$ cat config.mk
export PLATFORM = sky130hd
export DESIGN_NAME = altitude_spike_filter_vz
export DESIGN_NICKNAME = d
export VERILOG_FILES = /design/src/rtl/asfvz_pkg.sv /design/src/rtl/altitude_spike_filter_vz.sv /design/src/rtl/asfvz_div.sv
export SDC_FILE = /design/constraint.sdc
export NUM_CORES = 2
export LEC_CHECK = 0
export ABC_AREA = 1
export BUFFER_PORTS_ARGS = -buffer_cell sky130_fd_sc_hd__clkbuf_2
export CAP_MARGIN = 0
export CELL_PAD_IN_SITES_DETAIL_PLACEMENT = 1
export CELL_PAD_IN_SITES_GLOBAL_PLACEMENT = 1
export CORE_ASPECT_RATIO = 0.7
export CORE_UTILIZATION = 44
export DETAILED_ROUTE_END_ITERATION = 12
export GPL_TIMING_DRIVEN = 1
export PLACE_DENSITY = 0.87
export RECOVER_POWER = 25
export SYNTH_ARGS = -nofsm -noshare
export SYNTH_HDL_FRONTEND = slang
export SYNTH_SLANG_ARGS = --single-unit
$ cat constraint.sdc
create_clock -name aclk -period 8.6 [get_ports aclk]
set_input_delay 1.72 -clock aclk [delete_from_list [all_inputs] [get_ports aclk]]
set_output_delay 1.72 -clock aclk [all_outputs]
set_load 0.1 [all_outputs]
$ cat src/rtl/asfvz_pkg.sv
`timescale 1ns / 1ps

package asfvz_pkg;

    localparam int ALT_W  = 28;
    localparam int TIME_W = 32;
    localparam int VEL_W  = 19;
    localparam int MAG_W  = ALT_W + 1;
    localparam int NUM_W  = MAG_W + 10;
    localparam int PROD_W = 24 + TIME_W;
    localparam int CNT_W  = 6;

    typedef logic [1:0] func_t;
    typedef logic [3:0] status_t;

    localparam func_t FUNC_SAMPLE  = 2'd0;
    localparam func_t FUNC_SEED    = 2'd1;
    localparam func_t FUNC_REBASE  = 2'd2;
    localparam func_t FUNC_SET_MAX = 2'd3;

    localparam status_t STAT_ACCEPTED   = 4'd0;
    localparam status_t STAT_NOT_READY  = 4'd1;
    localparam status_t STAT_BAD        = 4'd2;
    localparam status_t STAT_SPIKE      = 4'd3;
    localparam status_t STAT_RESEEDED   = 4'd4;
    localparam status_t STAT_SEEDED     = 4'd5;
    localparam status_t STAT_REBASED    = 4'd6;
    localparam status_t STAT_REBASE_REJ = 4'd7;
    localparam status_t STAT_MAX_SET    = 4'd8;

    localparam logic       CFG_MAX_RATE     = 1'b0;
    localparam logic       CFG_STREAK_LIMIT = 1'b1;
    localparam logic [23:0] MAX_RATE_RESET  = 24'd100000;
    localparam logic [7:0]  STREAK_RESET    = 8'd5;

    localparam logic signed [ALT_W-1:0] ALT_MIN_MM = -28'sd500000;
    localparam logic signed [ALT_W-1:0] ALT_MAX_MM = 28'sd50000000;
    localparam logic [NUM_W-1:0]        VZ_LIMIT   = 39'd200000;

    function automatic logic in_range(input logic signed [ALT_W-1:0] a);
        return (a >= ALT_MIN_MM) && (a <= ALT_MAX_MM);
    endfunction

endpackage

$ cat src/rtl/altitude_spike_filter_vz.sv
`timescale 1ns / 1ps
// Altitude spike filter with vertical-velocity differentiator.
// Input words arrive on s_*: tuser carries the item kind and the bad flag,
// tdata the altitude (mm) and the millisecond timestamp. Each input word
// gives exactly one result word on m_*: tuser carries the status, tdata the
// filtered altitude, the clamped vertical velocity and the maximum altitude.
// Registers are written on cfg_* (index 0 climb-rate threshold, index 1
// spike streak limit); the user must write them only while no word is in
// flight: the block itself does not enforce it. One word is processed at
// a time; s_tready is high only when idle. Each word passes the capture,
// difference, multiply and decide steps, the serial divider for an accepted
// sample that updates the velocity, and the finish step, where the result
// is loaded as s_tready returns. The rate test uses one 24x32 multiply in
// its own cycle. A result waits in the output register while m_tready is
// low; the block may take the next word meanwhile but holds its finish step
// until the output register is free. Reset (aresetn low, synchronous) clears
// the FSM and filter state, restores the register defaults and drops m_tvalid.
module altitude_spike_filter_vz (
    input  logic        aclk,
    input  logic        aresetn,
    input  logic        s_tvalid,
    output logic        s_tready,
    input  logic [63:0] s_tdata,   // altitude_mm[27:0], time_ms[59:28], zero pad
    input  logic [2:0]  s_tuser,   // func[1:0], reading_bad[2]
    output logic        m_tvalid,
    input  logic        m_tready,
    output logic [79:0] m_tdata,   // altitude_out_mm[27:0], vertical_velocity_mm_s[46:28],
                                   // max_altitude_mm[74:47], zero pad
    output logic [3:0]  m_tuser,   // status[3:0]
    input  logic        cfg_valid,
    output logic        cfg_ready,
    input  logic        cfg_index,
    input  logic [23:0] cfg_data
);
    import asfvz_pkg::*;

    typedef enum logic [2:0] {
        ST_IDLE, ST_DIFF, ST_MUL, ST_DECIDE, ST_DIV, ST_FINISH
    } state_t;

    state_t state_reg;

    func_t                    func_reg;
    logic signed [ALT_W-1:0]  alt_reg;
    logic [TIME_W-1:0]        time_reg;
    logic                     bad_reg;

    logic                     ready_reg;
    logic signed [ALT_W-1:0]  cur_alt_reg;
    logic signed [ALT_W-1:0]  prev_alt_reg;
    logic [TIME_W-1:0]        prev_time_reg;
    logic signed [VEL_W-1:0]  vel_reg;
    logic signed [ALT_W-1:0]  max_alt_reg;
    logic [7:0]               spike_cnt_reg;
    logic [23:0]              rate_reg;
    logic [7:0]               limit_reg;

    logic [TIME_W-1:0]        d_reg;
    logic                     neg_reg;
    logic [MAG_W-1:0]         mag_reg;
    logic [NUM_W-1:0]         num_reg;
    logic [PROD_W-1:0]        prod_reg;
    status_t                  status_reg;
    logic                     div_start_reg;

    logic                     m_tvalid_reg;
    logic [79:0]              m_tdata_reg;
    status_t                  m_tuser_reg;

    logic signed [MAG_W-1:0]  diff;
    logic [NUM_W-1:0]         num_wide;
    logic                     spike;
    logic                     go_div;
    logic [7:0]               cnt_inc;
    logic                     div_done;
    logic [NUM_W-1:0]         div_quo;
    logic [VEL_W-1:0]         vel_mag;
    logic                     out_free;

    assign diff     = MAG_W'(alt_reg) - MAG_W'(prev_alt_reg);
    assign num_wide = (NUM_W'(mag_reg) << 10) - (NUM_W'(mag_reg) << 4) - (NUM_W'(mag_reg) << 3);
    assign spike    = (d_reg != '0) && ({{(PROD_W-NUM_W){1'b0}}, num_reg} > prod_reg);
    assign go_div   = (func_reg == FUNC_SAMPLE) && ready_reg && !bad_reg &&
                      in_range(alt_reg) && !spike && (d_reg > TIME_W'(1));
    assign cnt_inc  = spike_cnt_reg + 8'd1;
    assign vel_mag  = (div_quo > VZ_LIMIT) ? VEL_W'(VZ_LIMIT) : div_quo[VEL_W-1:0];
    assign out_free = !m_tvalid_reg || m_tready;

    asfvz_div u_div (
        .aclk    (aclk),
        .aresetn (aresetn),
        .start   (div_start_reg),
        .num     (num_reg),
        .den     (d_reg),
        .done    (div_done),
        .quo     (div_quo)
    );

    always_ff @(posedge aclk) begin
        if (!aresetn) begin
            state_reg     <= ST_IDLE;
            ready_reg     <= 1'b0;
            cur_alt_reg   <= '0;
            prev_alt_reg  <= '0;
            prev_time_reg <= '0;
            vel_reg       <= '0;
            max_alt_reg   <= '0;
            spike_cnt_reg <= '0;
            rate_reg      <= MAX_RATE_RESET;
            limit_reg     <= STREAK_RESET;
            div_start_reg <= 1'b0;
            m_tvalid_reg  <= 1'b0;
        end else begin
            if (m_tvalid_reg && m_tready && (state_reg != ST_FINISH)) begin
                m_tvalid_reg <= 1'b0;
            end
            if (cfg_valid) begin
                if (cfg_index == CFG_MAX_RATE) begin
                    rate_reg <= cfg_data;
                end else begin
                    limit_reg <= cfg_data[7:0];
                end
            end
            case (state_reg)
                ST_IDLE: begin
                    if (s_tvalid) begin
                        func_reg  <= s_tuser[1:0];
                        bad_reg   <= s_tuser[2];
                        alt_reg   <= s_tdata[27:0];
                        time_reg  <= s_tdata[59:28];
                        state_reg <= ST_DIFF;
                    end
                end
                ST_DIFF: begin
                    d_reg     <= time_reg - prev_time_reg;
                    neg_reg   <= diff[MAG_W-1];
                    mag_reg   <= diff[MAG_W-1] ? MAG_W'(-diff) : MAG_W'(diff);
                    state_reg <= ST_MUL;
                end
                ST_MUL: begin
                    num_reg   <= num_wide;
                    prod_reg  <= PROD_W'(rate_reg) * PROD_W'(d_reg);
                    state_reg <= ST_DECIDE;
                end
                ST_DECIDE: begin
                    state_reg     <= go_div ? ST_DIV : ST_FINISH;
                    div_start_reg <= go_div;
                    case (func_reg)
                        FUNC_SAMPLE: begin
                            if (!ready_reg) begin
                                status_reg <= STAT_NOT_READY;
                            end else if (bad_reg || !in_range(alt_reg)) begin
                                status_reg <= STAT_BAD;
                            end else if (spike) begin
                                if (cnt_inc >= limit_reg) begin
                                    spike_cnt_reg <= '0;
                                    cur_alt_reg   <= alt_reg;
                                    prev_alt_reg  <= alt_reg;
                                    prev_time_reg <= time_reg;
                                    vel_reg       <= '0;
                                    if (alt_reg > max_alt_reg) begin
                                        max_alt_reg <= alt_reg;
                                    end
                                    status_reg <= STAT_RESEEDED;
                                end else begin
                                    spike_cnt_reg <= cnt_inc;
                                    status_reg    <= STAT_SPIKE;
                                end
                            end else begin
                                spike_cnt_reg <= '0;
                                cur_alt_reg   <= alt_reg;
                                if (alt_reg > max_alt_reg) begin
                                    max_alt_reg <= alt_reg;
                                end
                                if (d_reg > TIME_W'(1)) begin
                                    prev_alt_reg  <= alt_reg;
                                    prev_time_reg <= time_reg;
                                end
                                status_reg <= STAT_ACCEPTED;
                            end
                        end
                        FUNC_SEED: begin
                            if (bad_reg) begin
                                ready_reg  <= 1'b0;
                                status_reg <= STAT_BAD;
                            end else begin
                                cur_alt_reg   <= alt_reg;
                                prev_alt_reg  <= alt_reg;
                                max_alt_reg   <= alt_reg;
                                prev_time_reg <= time_reg;
                                vel_reg       <= '0;
                                spike_cnt_reg <= '0;
                                ready_reg     <= 1'b1;
                                status_reg    <= STAT_SEEDED;
                            end
                        end
                        FUNC_REBASE: begin
                            if (bad_reg || !in_range(alt_reg)) begin
                                status_reg <= STAT_REBASE_REJ;
                            end else begin
                                cur_alt_reg   <= alt_reg;
                                prev_alt_reg  <= alt_reg;
                                prev_time_reg <= time_reg;
                                spike_cnt_reg <= '0;
                                status_reg    <= STAT_REBASED;
                            end
                        end
                        default: begin
                            max_alt_reg <= alt_reg;
                            status_reg  <= STAT_MAX_SET;
                        end
                    endcase
                end
                ST_DIV: begin
                    div_start_reg <= 1'b0;
                    if (div_done) begin
                        vel_reg   <= neg_reg ? VEL_W'(-vel_mag) : vel_mag;
                        state_reg <= ST_FINISH;
                    end
                end
                ST_FINISH: begin
                    if (out_free) begin
                        m_tvalid_reg <= 1'b1;
                        m_tuser_reg  <= status_reg;
                        m_tdata_reg  <= {5'b0, max_alt_reg, vel_reg, cur_alt_reg};
                        state_reg    <= ST_IDLE;
                    end
                end
                default: begin
                    state_reg <= ST_IDLE;
                end
            endcase
        end
    end

    assign s_tready  = (state_reg == ST_IDLE);
    assign cfg_ready = 1'b1;
    assign m_tvalid  = m_tvalid_reg;
    assign m_tdata   = m_tdata_reg;
    assign m_tuser   = m_tuser_reg;

endmodule

$ cat src/rtl/asfvz_div.sv
`timescale 1ns / 1ps

module asfvz_div (
    input  logic                         aclk,
    input  logic                         aresetn,
    input  logic                         start,
    input  logic [asfvz_pkg::NUM_W-1:0]  num,
    input  logic [asfvz_pkg::TIME_W-1:0] den,
    output logic                         done,
    output logic [asfvz_pkg::NUM_W-1:0]  quo
);
    import asfvz_pkg::*;

    logic [TIME_W-1:0] rem_reg;
    logic [NUM_W-1:0]  quo_reg;
    logic [CNT_W-1:0]  cnt_reg;
    logic              run_reg;
    logic              done_reg;
    logic [TIME_W:0]   shifted;
    logic              fits;

    // one quotient bit per cycle, restoring
    assign shifted = {rem_reg, quo_reg[NUM_W-1]};
    assign fits    = shifted >= {1'b0, den};

    always_ff @(posedge aclk) begin
        if (!aresetn) begin
            run_reg  <= 1'b0;
            done_reg <= 1'b0;
            cnt_reg  <= '0;
        end else begin
            if (start) begin
                rem_reg  <= '0;
                quo_reg  <= num;
                cnt_reg  <= CNT_W'(NUM_W);
                run_reg  <= 1'b1;
                done_reg <= 1'b0;
            end else if (run_reg) begin
                rem_reg <= fits ? TIME_W'(shifted - {1'b0, den}) : shifted[TIME_W-1:0];
                quo_reg <= {quo_reg[NUM_W-2:0], fits};
                cnt_reg <= cnt_reg - 1'b1;
                if (cnt_reg == CNT_W'(1)) begin
                    run_reg <= 1'b0;
                end
                done_reg <= (cnt_reg == CNT_W'(1));
            end else begin
                done_reg <= 1'b0;
            end
        end
    end

    assign done = done_reg;
    assign quo  = quo_reg;

endmodule
==> impl_metrics.env <==
export IMPL_multi_input_area_mm2=0.0344
export IMPL_clk_pin_slew_ns=0.06
export IMPL_timing_rr_end="prod_reg[51]$_DFFE_PP_"
export IMPL_yosysTopAreaCell="fa_1"
export IMPL_cp_start_kind="flip-flop"
export IMPL_cts_root_buf="clkbuf_16"
export IMPL_synth_edff_count=371
export IMPL_io_buffers=173
export IMPL_finalNetCount=8238
export IMPL_initial_core_util=0.446
export IMPL_die_w_um=431
export IMPL_cts_htree_levels=2
export IMPL_die_area_mm2=0.130
export IMPL_regArea_mm2=0.0149
export IMPL_grt_max_degree=77
export IMPL_drive_gt1_frac=0.0561
export IMPL_outcome="finished, violations left"
export IMPL_post_synth_top_count_cell="inv_1"
export IMPL_rows=109
export IMPL_timing_setup_tns_ns=0
export IMPL_layout_setup_ws_ns=0.247
export IMPL_drt_first_pass_iters=5
export IMPL_slew_violations=329
export IMPL_crit_path_end_kind="flip-flop"
export IMPL_drc=0
export IMPL_fillers=15500
export IMPL_finalSetupViolations=0
export IMPL_drv_cap=6
export IMPL_coreArea_mm2=0.127
export IMPL_ys_async_sr_fraction=0
export IMPL_critPathMostFrequentCell="inv_1"
export IMPL_antenna_found_initial=3
export IMPL_synthTopCellsByCount="inv_1, nand2_1, fa_1"
export IMPL_clock_skew_final_ns=0.0403
export IMPL_slowest_delay_ns=0.66
export IMPL_cts_made_buffers=58
export IMPL_gp_congestion=0.969
export IMPL_synth_top_area_frac=0.241
export IMPL_pin_count=184
export IMPL_crit_fanout=11
export IMPL_min_period_ns=8.35
export IMPL_vias=48100
export IMPL_worst_pin_slew_ns=3.93
export IMPL_syn_cell_area_mm2=0.0567
export IMPL_yosysWarningCount=0
export IMPL_routedWlPerCell_um=21.9
export IMPL_die_h_um=302
export IMPL_hold_slack_ns=0.430
export IMPL_synth_seq_area_share=0.263
export IMPL_regToRegStartpoint="rate_reg[0]$_SDFFE_PN0P_"
export IMPL_timing_fmax_ghz=0.120
export IMPL_rsz0062_at_grt="no"
export IMPL_grt_ovfl_total=0
export IMPL_r2r_slack_ns=0.25
export IMPL_synthDistinctLibCells=55
export IMPL_hold_end="m_tuser[3]$_DFFE_PP_"
export IMPL_largest_register_ff_count=75
export IMPL_syn2layout_area_growth_pct=8.26
export IMPL_synth_area_per_cell_um2=8.12
export IMPL_avgViaCountPerCell=5.45
export IMPL_ctsLongestPathBuffers=3
export IMPL_crit_arrival_ns=8.79
export IMPL_dp_final_hpwl_um=154000
export IMPL_grt_pass1_wl_um=301000
export IMPL_drtIter0Drc=4214
export IMPL_syn_inst=6983
export IMPL_cts_repair_resized=0
export IMPL_cp_data_required_time_ns=9.04
export IMPL_timing_slew_headroom=-1.62
export IMPL_worstSetupPathType="reg -> reg"
export IMPL_slowest_stage="dfxtp_1"
export IMPL_violations="max-capacitance violations, max-slew violations"
export IMPL_grt_usage=0.299
export IMPL_place_ws_ns=0.518
export IMPL_r2r_cells=27
export IMPL_hold_buffers=0
export IMPL_period_share=0.971
export IMPL_cts_sinks=560
export IMPL_cts_tree="built"
export IMPL_cts_setup_buffers=0
export IMPL_clock_latency_ns=0.72
export IMPL_synthTopCellsByArea="fa_1, edfxtp_1, inv_1"
export IMPL_grt_pass1_vias=52400
export IMPL_synth_ff_latch_count=560
export IMPL_synthFlopType="edfxtp_1"
export IMPL_hp_class="reg -> reg"
export IMPL_hp_start="status_reg[3]$_DFFE_PP_"
export IMPL_ant_nets=0
export IMPL_hold_viol_final=0
export IMPL_hold_depth=0
export IMPL_drt_total_wl_um=193000
==> routing by layer <==
layer	wire [µm]	part of all wire	GRT usage	up-vias
met5	0	0	0	-
met4	6880	0.036	0.100	0
met3	16400	0.085	0.0602	355
met2	87500	0.45	0.481	1842
met1	82400	0.43	0.404	24500
li1	-	-	-	21400
==> critical path, delay by kind of cell (launching register included) <==
kind / cells / cell delay [ns]
adder cells (fa/ha/maj): 8 / 3.64
buffers and inverters: 9 / 1.67
AO/OA/AOI/OAI: 5 / 1.52
flip-flops: 1 / 0.66
AND/OR/NAND/NOR: 4 / 0.42
XOR/XNOR: 1 / 0.15
==> worst max-delay path by stage <==
stage	from	to	slack [ns]	cells after the start
3_3_place_gp	d_reg[8]$_DFFE_PP_	prod_reg[55]$_DFFE_PP_	0.81	24
4_1_cts	d_reg[8]$_DFFE_PP_	prod_reg[47]$_DFFE_PP_	0.45	24
3_5_place_dp	d_reg[8]$_DFFE_PP_	prod_reg[47]$_DFFE_PP_	0.52	24
5_1_grt	d_reg[7]$_DFFE_PP_	prod_reg[55]$_DFFE_PP_	0.05	24
6_report	rate_reg[0]$_SDFFE_PN0P_	prod_reg[51]$_DFFE_PP_	0.25	27
2_1_floorplan	aresetn	alt_reg[0]$_DFFE_PP_	0.08	2
==> placed cells by master (no fill, tap or decap), types with 5 or more instances in the layout <==
| cell type | Yosys | routed |
|---|---|---|
| clkbuf_1 | 223 | 35 |
| o21bai_1 | 13 | 13 |
| nor2_1 | 514 | 511 |
| a21boi_0 | 15 | 15 |
| o21ai_0 | 288 | 291 |
| a221oi_1 | 5 | 5 |
| a211oi_1 | 7 | 7 |
| a21oi_1 | 346 | 346 |
| nor3_1 | 72 | 71 |
| clkinvlp_4 | 0 | 5 |
| nand3b_1 | 15 | 15 |
| xnor2_1 | 58 | 58 |
| dfxtp_1 | 189 | 187 |
| nor4_1 | 19 | 18 |
| conb_1 | 2 | 6 |
| clkinv_1 | 2 | 10 |
| a21o_1 | 25 | 25 |
| clkbuf_2 | 1 | 156 |
| xor2_1 | 123 | 123 |
| inv_2 | 10 | 10 |
| nand2_1 | 1533 | 1533 |
| o211ai_1 | 8 | 8 |
| o21ai_1 | 56 | 53 |
| clkinv_2 | 0 | 11 |
| a31oi_1 | 24 | 24 |
| ha_1 | 396 | 396 |
| inv_1 | 1640 | 1639 |
| edfxtp_1 | 371 | 371 |
| clkbuf_16 | 0 | 60 |
| buf_4 | 13 | 113 |
| fa_1 | 683 | 683 |
| nand4_1 | 57 | 57 |
| o21a_1 | 22 | 22 |
| nand3_1 | 159 | 159 |
| and2_1 | 7 | 7 |
==> logic make-up (layout without fill, tap and decap cells) <==
kind of cell	after synthesis	in the layout	share of synthesized area
buf+inv	1933	2058	0.130
simple gates	2401	2401	0.171
flops	560	560	0.263
xor+xnor	181	181	0.0280
compound gates	827	827	0.0791
fa+ha+maj	1079	1079	0.329
other cells	2	7	0.000132
==> stage by stage <==
stage	utilization	area [µm²]	instances
global route	0.483	61400	8833
detailed placement	0.469	59600	8722
CTS	0.484	61400	8832
floorplan	-	56700	6987
global placement	0.469	59600	8722
finish	0.483	61400	8833
==> layout make-up <==
class | count | area share
clock buffers | 77 | 0.0262
repair buffers | 296 | 0.0293
clock inverters | 33 | 0.00420
flip-flops and latches | 560 | 0.243
multi-input cells | 4494 | 0.561
well taps | 1720 | 0.0351
inverters | 1652 | 0.101
diodes | 1 | 0.0000408
Power is left out: the tool's default activity adds up to more than one toggle a clock period on the data nets, which glitch-free logic cannot reach.
